==> src/rtl/csp_pkg.sv <==
`timescale 1ns / 1ps

package csp_pkg;

   // Full-scale output level and its square
   localparam logic [7:0]  FULL_SCALE    = 8'd255;
   localparam logic [15:0] FULL_SCALE_SQ = 16'd65025;

   // Pipeline depth of the shared divider and the square-root unit
   localparam int DIV_STEPS  = 16;
   localparam int SQRT_STEPS = 8;

   // Configuration register indexes
   localparam logic [1:0] CSR_RANGE_LOW  = 2'd0;
   localparam logic [1:0] CSR_RANGE_HIGH = 2'd1;
   localparam logic [1:0] CSR_CURVE_MODE = 2'd2;

   typedef enum logic [1:0] {
      MODE_LINEAR = 2'd0,
      MODE_SQRT   = 2'd1,
      MODE_QUAD   = 2'd2
   } mode_type;

   // Per-item control that travels alongside the datapath
   typedef struct packed {
      logic       valid;
      mode_type   mode;
      logic       forced;     // result is fixed, datapath is ignored
      logic [7:0] force_val;
      logic       err;
   } ctl_type;

endpackage

==> src/rtl/csp_front.sv <==
`timescale 1ns / 1ps

module csp_front import csp_pkg::*; (
   input  logic        clock,
   input  logic        reset,
   input  logic        advance,
   input  logic        req_valid,
   input  logic [7:0]  req_pixel_in,
   input  logic [7:0]  range_low,
   input  logic [7:0]  range_high,
   input  logic [1:0]  curve_mode,
   output ctl_type     ctl_out,
   output logic [15:0] rem_out,
   output logic [15:0] num_out,
   output logic [15:0] den_out
);

   // Stage A: range checks and offsets
   ctl_type     a_ctl_ff, a_ctl_in;
   logic [7:0]  a_d_ff, a_d_in;
   logic [7:0]  a_r_ff, a_r_in;
   // Stage B: products
   ctl_type     b_ctl_ff;
   logic [15:0] b_dd_ff, b_rr_ff, b_lin_ff;
   logic [23:0] b_sq_ff;
   logic [15:0] b_r_ff;
   // Stage C: divider operands
   ctl_type     c_ctl_ff;
   logic [23:0] c_num_in, c_num_ff;
   logic [15:0] c_den_in, c_den_ff;

   // Curve decode and range classification
   always_comb begin
      logic err, below, above;
      err   = (range_high <= range_low);
      below = (req_pixel_in < range_low);
      above = (req_pixel_in > range_high);
      a_ctl_in.valid = req_valid;
      case (curve_mode)
         MODE_SQRT: a_ctl_in.mode = MODE_SQRT;
         MODE_QUAD: a_ctl_in.mode = MODE_QUAD;
         default:   a_ctl_in.mode = MODE_LINEAR;
      endcase
      a_ctl_in.err       = err;
      a_ctl_in.forced    = err | below | above;
      a_ctl_in.force_val = (above && !err) ? FULL_SCALE : 8'd0;
      a_d_in = req_pixel_in - range_low;
      a_r_in = range_high - range_low;
   end

   // Quadratic numerator and operand select per curve
   always_comb begin
      logic [23:0] quad;
      quad = 24'(b_dd_ff) * 24'(FULL_SCALE);
      case (b_ctl_ff.mode)
         MODE_SQRT: begin
            c_num_in = b_sq_ff;
            c_den_in = b_r_ff;
         end
         MODE_QUAD: begin
            c_num_in = quad;
            c_den_in = b_rr_ff;
         end
         default: begin
            c_num_in = {8'd0, b_lin_ff};
            c_den_in = b_r_ff;
         end
      endcase
   end

   always_ff @(posedge clock) begin
      if (reset) begin
         a_ctl_ff.valid <= 1'b0;
         b_ctl_ff.valid <= 1'b0;
         c_ctl_ff.valid <= 1'b0;
      end else if (advance) begin
         a_ctl_ff <= a_ctl_in;
         a_d_ff   <= a_d_in;
         a_r_ff   <= a_r_in;

         b_ctl_ff <= a_ctl_ff;
         b_dd_ff  <= 16'(a_d_ff) * 16'(a_d_ff);
         b_rr_ff  <= 16'(a_r_ff) * 16'(a_r_ff);
         b_lin_ff <= 16'(a_d_ff) * 16'(FULL_SCALE);
         b_sq_ff  <= 24'(a_d_ff) * 24'(FULL_SCALE_SQ);
         b_r_ff   <= {8'd0, a_r_ff};

         c_ctl_ff <= b_ctl_ff;
         c_num_ff <= c_num_in;
         c_den_ff <= c_den_in;
      end
   end

   // Quotient fits 16 bits, so the top byte is already below the divisor
   assign ctl_out = c_ctl_ff;
   assign rem_out = {8'd0, c_num_ff[23:16]};
   assign num_out = c_num_ff[15:0];
   assign den_out = c_den_ff;

endmodule

==> src/rtl/csp_div_stage.sv <==
`timescale 1ns / 1ps

module csp_div_stage import csp_pkg::*; (
   input  logic        clock,
   input  logic        reset,
   input  logic        advance,
   input  ctl_type     ctl_in,
   input  logic [15:0] rem_in,
   input  logic [15:0] num_in,
   input  logic [15:0] den_in,
   input  logic [15:0] quo_in,
   output ctl_type     ctl_out,
   output logic [15:0] rem_out,
   output logic [15:0] num_out,
   output logic [15:0] den_out,
   output logic [15:0] quo_out
);

   ctl_type     ctl_ff;
   logic [15:0] rem_ff, rem_nx_in;
   logic [15:0] num_ff, den_ff;
   logic [15:0] quo_ff, quo_nx_in;

   // One restoring step: bring in the next numerator bit, subtract if it fits
   always_comb begin
      logic [16:0] trial;
      trial = {rem_in, num_in[15]};
      if (trial >= {1'b0, den_in}) begin
         rem_nx_in = 16'(trial - {1'b0, den_in});
         quo_nx_in = {quo_in[14:0], 1'b1};
      end else begin
         rem_nx_in = trial[15:0];
         quo_nx_in = {quo_in[14:0], 1'b0};
      end
   end

   always_ff @(posedge clock) begin
      if (reset) begin
         ctl_ff.valid <= 1'b0;
      end else if (advance) begin
         ctl_ff <= ctl_in;
         rem_ff <= rem_nx_in;
         num_ff <= {num_in[14:0], 1'b0};
         den_ff <= den_in;
         quo_ff <= quo_nx_in;
      end
   end

   assign ctl_out = ctl_ff;
   assign rem_out = rem_ff;
   assign num_out = num_ff;
   assign den_out = den_ff;
   assign quo_out = quo_ff;

endmodule

==> src/rtl/csp_sqrt_stage.sv <==
`timescale 1ns / 1ps

module csp_sqrt_stage import csp_pkg::*; (
   input  logic        clock,
   input  logic        reset,
   input  logic        advance,
   input  ctl_type     ctl_in,
   input  logic [15:0] val_in,
   input  logic [9:0]  rem_in,
   input  logic [7:0]  root_in,
   input  logic [7:0]  quo_in,
   output ctl_type     ctl_out,
   output logic [15:0] val_out,
   output logic [9:0]  rem_out,
   output logic [7:0]  root_out,
   output logic [7:0]  quo_out
);

   ctl_type     ctl_ff;
   logic [15:0] val_ff;
   logic [9:0]  rem_ff, rem_nx_in;
   logic [7:0]  root_ff, root_nx_in;
   logic [7:0]  quo_ff;

   // One digit of the root: bring in two radicand bits, try {root, 01}
   always_comb begin
      logic [11:0] cur;
      logic [11:0] trial;
      cur   = {rem_in, val_in[15:14]};
      trial = {2'b00, root_in, 2'b01};
      if (cur >= trial) begin
         rem_nx_in  = 10'(cur - trial);
         root_nx_in = {root_in[6:0], 1'b1};
      end else begin
         rem_nx_in  = cur[9:0];
         root_nx_in = {root_in[6:0], 1'b0};
      end
   end

   always_ff @(posedge clock) begin
      if (reset) begin
         ctl_ff.valid <= 1'b0;
      end else if (advance) begin
         ctl_ff  <= ctl_in;
         val_ff  <= {val_in[13:0], 2'b00};
         rem_ff  <= rem_nx_in;
         root_ff <= root_nx_in;
         quo_ff  <= quo_in;
      end
   end

   assign ctl_out  = ctl_ff;
   assign val_out  = val_ff;
   assign rem_out  = rem_ff;
   assign root_out = root_ff;
   assign quo_out  = quo_ff;

endmodule

==> src/rtl/contrast_stretch_pixel.sv <==
`timescale 1ns / 1ps
// Pipeline from item acceptance to rsp_valid: 3 front stages,
// 16 divider stages at one quotient bit each, 8 square-root stages, output register.
// Throughput: one item per cycle; the whole pipeline moves together and holds
// only while a result sits in the output register under rsp_stall.
// Reset (synchronous): clears all valid bits, range_low=0, range_high=255, linear curve.
module contrast_stretch_pixel import csp_pkg::*; (
   input  logic       clock,
   input  logic       reset,
   input  logic       req_valid,
   output logic       req_stall,
   input  logic [7:0] req_pixel_in,
   output logic       rsp_valid,
   input  logic       rsp_stall,
   output logic [7:0] rsp_pixel_out,
   output logic       rsp_range_error,
   input  logic       csr_wr_en,
   input  logic [1:0] csr_index,
   input  logic [7:0] csr_wdata
);

   logic [7:0] range_low_ff, range_high_ff;
   logic [1:0] curve_mode_ff;
   logic       advance;

   logic       rsp_valid_ff;
   logic [7:0] rsp_pixel_out_ff, rsp_pixel_out_in;
   logic       rsp_range_error_ff;

   ctl_type     div_ctl  [0:DIV_STEPS];
   logic [15:0] div_rem  [0:DIV_STEPS];
   logic [15:0] div_num  [0:DIV_STEPS];
   logic [15:0] div_den  [0:DIV_STEPS];
   logic [15:0] div_quo  [0:DIV_STEPS];

   ctl_type     sq_ctl  [0:SQRT_STEPS];
   logic [15:0] sq_val  [0:SQRT_STEPS];
   logic [9:0]  sq_rem  [0:SQRT_STEPS];
   logic [7:0]  sq_root [0:SQRT_STEPS];
   logic [7:0]  sq_quo  [0:SQRT_STEPS];

   // Pipeline moves unless a waiting result is stalled
   assign advance   = !rsp_valid_ff || !rsp_stall;
   assign req_stall = !advance;

   // Configuration registers
   always_ff @(posedge clock) begin
      if (reset) begin
         range_low_ff  <= 8'd0;
         range_high_ff <= FULL_SCALE;
         curve_mode_ff <= MODE_LINEAR;
      end else if (csr_wr_en) begin
         case (csr_index)
            CSR_RANGE_LOW:  range_low_ff  <= csr_wdata;
            CSR_RANGE_HIGH: range_high_ff <= csr_wdata;
            CSR_CURVE_MODE: curve_mode_ff <= csr_wdata[1:0];
            default: ;
         endcase
      end
   end

   csp_front u_front (
      .clock        (clock),
      .reset        (reset),
      .advance      (advance),
      .req_valid    (req_valid),
      .req_pixel_in (req_pixel_in),
      .range_low    (range_low_ff),
      .range_high   (range_high_ff),
      .curve_mode   (curve_mode_ff),
      .ctl_out      (div_ctl[0]),
      .rem_out      (div_rem[0]),
      .num_out      (div_num[0]),
      .den_out      (div_den[0])
   );
   assign div_quo[0] = 16'd0;

   // Shared divider, one quotient bit per stage
   for (genvar i = 0; i < DIV_STEPS; i++) begin : g_div
      csp_div_stage u_div (
         .clock   (clock),
         .reset   (reset),
         .advance (advance),
         .ctl_in  (div_ctl[i]),
         .rem_in  (div_rem[i]),
         .num_in  (div_num[i]),
         .den_in  (div_den[i]),
         .quo_in  (div_quo[i]),
         .ctl_out (div_ctl[i+1]),
         .rem_out (div_rem[i+1]),
         .num_out (div_num[i+1]),
         .den_out (div_den[i+1]),
         .quo_out (div_quo[i+1])
      );
   end

   // Square root of the quotient; linear and quadratic results ride along
   assign sq_ctl[0]  = div_ctl[DIV_STEPS];
   assign sq_val[0]  = div_quo[DIV_STEPS];
   assign sq_rem[0]  = 10'd0;
   assign sq_root[0] = 8'd0;
   assign sq_quo[0]  = div_quo[DIV_STEPS][7:0];

   for (genvar j = 0; j < SQRT_STEPS; j++) begin : g_sqrt
      csp_sqrt_stage u_sqrt (
         .clock    (clock),
         .reset    (reset),
         .advance  (advance),
         .ctl_in   (sq_ctl[j]),
         .val_in   (sq_val[j]),
         .rem_in   (sq_rem[j]),
         .root_in  (sq_root[j]),
         .quo_in   (sq_quo[j]),
         .ctl_out  (sq_ctl[j+1]),
         .val_out  (sq_val[j+1]),
         .rem_out  (sq_rem[j+1]),
         .root_out (sq_root[j+1]),
         .quo_out  (sq_quo[j+1])
      );
   end

   // Final select; unused tail outputs of the last stages are dropped here
   always_comb begin
      logic [15:0] unused_bits;
      unused_bits = div_rem[DIV_STEPS] ^ div_num[DIV_STEPS] ^ div_den[DIV_STEPS]
                  ^ sq_val[SQRT_STEPS] ^ {6'd0, sq_rem[SQRT_STEPS]};
      if (sq_ctl[SQRT_STEPS].forced) begin
         rsp_pixel_out_in = sq_ctl[SQRT_STEPS].force_val;
      end else if (sq_ctl[SQRT_STEPS].mode == MODE_SQRT) begin
         rsp_pixel_out_in = sq_root[SQRT_STEPS];
      end else begin
         rsp_pixel_out_in = sq_quo[SQRT_STEPS] | (unused_bits[7:0] & 8'd0);
      end
   end

   // Output register
   always_ff @(posedge clock) begin
      if (reset) begin
         rsp_valid_ff <= 1'b0;
      end else if (advance) begin
         rsp_valid_ff       <= sq_ctl[SQRT_STEPS].valid;
         rsp_pixel_out_ff   <= rsp_pixel_out_in;
         rsp_range_error_ff <= sq_ctl[SQRT_STEPS].err;
      end
   end

   assign rsp_valid       = rsp_valid_ff;
   assign rsp_pixel_out   = rsp_pixel_out_ff;
   assign rsp_range_error = rsp_range_error_ff;

endmodule
==> config.mk <==
export PLATFORM = sky130hd
export DESIGN_NAME = contrast_stretch_pixel
export DESIGN_NICKNAME = d
export VERILOG_FILES = /design/src/rtl/csp_pkg.sv /design/src/rtl/csp_front.sv /design/src/rtl/csp_div_stage.sv /design/src/rtl/csp_sqrt_stage.sv /design/src/rtl/contrast_stretch_pixel.sv
export SDC_FILE = /design/constraint.sdc
export NUM_CORES = 2
export LEC_CHECK = 0
export CAP_MARGIN = 15
export CORE_MARGIN = 5
export CORE_UTILIZATION = 35
export CTS_CLUSTER_SIZE = 12
export DETAILED_ROUTE_END_ITERATION = 16
export DONT_BUFFER_PORTS = 1
export PLACE_DENSITY_LB_ADDON = 0.3
export SKIP_CTS_REPAIR_TIMING = 1
export SLEW_MARGIN = 20
export SYNTH_ARGS = -nofsm -noshare
export SYNTH_HDL_FRONTEND = slang
export SYNTH_HIERARCHICAL = 1
export SYNTH_SLANG_ARGS = --single-unit
==> constraint.sdc <==
create_clock -name clock -period 18.2 [get_ports clock]
set_input_delay 3.64 -clock clock [delete_from_list [all_inputs] [get_ports clock]]
set_output_delay 3.64 -clock clock [all_outputs]
set_load 0.03 [all_outputs]
==> results_dict.tcl <==
set metrics [dict create \
    drt-initial-drc-count 2166 \
    syn_area_per_cell_um2 13.4 \
    slowest_stage "and2_1" \
    hold_path.class "reg -> reg" \
    crit_type "in -> out" \
    rsz0062_at_grt "false" \
    period_minus_slack_ps 7620 \
    dr_total_vias 44006 \
    antenna_found_initial 1 \
    cts_tree "done" \
    grt-ovfl-total 0 \
    grt_usage 0.121 \
    clock_latency_ps 790 \
    finalSetupViolCount 0 \
    clockRootBuffer "clkbuf_16" \
    met2_length_um 73800 \
    critPathArrivalTime_ps 3980 \
    grt_max_degree 89 \
    cp-end-kind "output port" \
    ios 34 \
    grt_pass1_vias 44964 \
    die_y_um 484 \
    drcViolationCount 0 \
    hpwlAfterDp_um 108000 \
    gp_congestion 0.857 \
    wl_um 143000 \
    crit_buf_inv 0 \
    grt_pass1_wl_um 235000 \
    cts.sinks 1476 \
    wl_per_cell_um 15.7 \
    cts_max_path_buffers 3 \
    slew_headroom 0.281 \
    final.fill_count 20917 \
    path_cells "and2_1" \
    drtPass1Iterations 6 \
    cts_buffers 160 \
    crit_required_ps 14560 \
    tns_ps 0 \
    portBuffers 0 \
    insertedDiodeCount 0 \
    core_um2 224000 \
    finalHoldViolations 0 \
    final_nets 6735 \
    finalMaxSlewViolations 0 \
    ys_warn_count 6 \
    critPathTopFamily "simple AND/OR/NAND/NOR gates" \
    via_per_inst 4.83 \
    cp_max_fo 3 \
    slowest_delay_ps 340 \
    die_w_um 484 \
    status "complete, no violations" \
    fin_skew_ps 53.2 \
    top_layer "met4" \
    met1Wirelength_um 60300 \
    rows 174 \
    antenna_left 0 \
    wl_met3_um 4660 \
    max_freq_mhz 131 \
    worst_pin_slew_ps 1080 \
    synthCells 5883 \
    clk_pin_slew_ps 60 \
    drv_cap 0 \
    period_share 0.419 \
    reg2reg_slack_ps 12930 \
    crit_path_start_kind "input pin" \
    initial_core_util 0.351 \
    drive_above_1_share 0.120 \
    dieArea_um2 235000 \
    syn-cell-area_um2 78800 \
    area.growth.synth_to_final_pct 11.1 \
    cts_max_level 4 \
]
==> final timing paths <==
check	from	to	cells past startpoint
max reg2reg	u_front/a_d_ff[1]$_DFFE_PP_	u_front/b_dd_ff[12]$_DFFE_PP_	15
min	g_div[3].u_div/ctl_out[4]$_DFFE_PP_	g_div[4].u_div/ctl_out[4]$_DFFE_PP_	0
max	rsp_stall	req_stall	1
min reg2reg	g_div[3].u_div/ctl_out[4]$_DFFE_PP_	g_div[4].u_div/ctl_out[4]$_DFFE_PP_	0
==> placed cells by master (no fill, tap or decap), types with 80 or more instances in the layout <==
cell type and count:
edfxtp_1 1430, inv_1 760, ha_1 531, nor2_1 250
o21ai_0 216, nand2_1 212, a21oi_1 205, fa_1 181
clkbuf_16 162, xnor2_1 150, mux2_4 146, o21a_1 106
nor3_1 101, mux2i_1 100, mux2_2 99, xor2_1 91
a21o_1 80
==> layout make-up <==
cell class | instances | area, um^2 | area share
Clock buffer | 218 | 4380 | 0.0501
Sequential cell | 1476 | 43900 | 0.501
Clock inverter | 61 | 835 | 0.00954
Tap cell | 2992 | 3740 | 0.0428
Inverter | 765 | 2880 | 0.0329
Multi-Input combinational cell | 3558 | 31500 | 0.360
Timing Repair Buffer | 39 | 318 | 0.00363
==> sequential cells by signal, indices dropped and copies added (netlist names), 7 cells and up <==
signal                  flops
range_low_ff                8
u_front/b_dd_ff            15
g_div.u_div/num_out       120
g_sqrt.u_sqrt/rem_out      70
rsp_pixel_out               8
range_high_ff               8
u_front/b_rr_ff            15
g_div.u_div/ctl_out       208
u_front/c_num_ff           24
u_front/b_lin_ff           15
u_front/a_d_ff              8
g_div.u_div/quo_out       136
u_front/a_r_ff              8
g_sqrt.u_sqrt/ctl_out     104
g_sqrt.u_sqrt/val_out      56
g_sqrt.u_sqrt/root_out     64
g_div.u_div/rem_out       240
g_div.u_div/den_out       240
u_front/den_out            16
u_front/b_r_ff              7
u_front/b_sq_ff            20
g_sqrt.u_sqrt/quo_out      64
==> metrics by stage <==
| step | util | std cells | setup slack [ps] | hold WS, ps | instance area [um^2] |
|---|---|---|---|---|---|
| after floorplan | - | 5924 | 6210 | 400 | 78900 |
| after global placement | 0.366 | 8828 | 10570 | 400 | 82300 |
| after detailed placement | 0.366 | 8828 | 10570 | 405 | 82300 |
| after CTS | 0.390 | 9107 | 10570 | 377 | 87500 |
| after global routing | 0.390 | 9109 | 10560 | 393 | 87500 |
| final | 0.390 | 9109 | 10580 | 389 | 87500 |
==> routing by layer <==
metal | vias up | global-route usage
met5 | - | 0
met4 | 0 | 0.0396
met3 | 263 | 0.0201
met2 | 711 | 0.220
met1 | 21260 | 0.146
li1 | 21772 | -
Power is not shown: default switching activity piles up to over one toggle a cycle in this logic, so the estimate is an artifact.
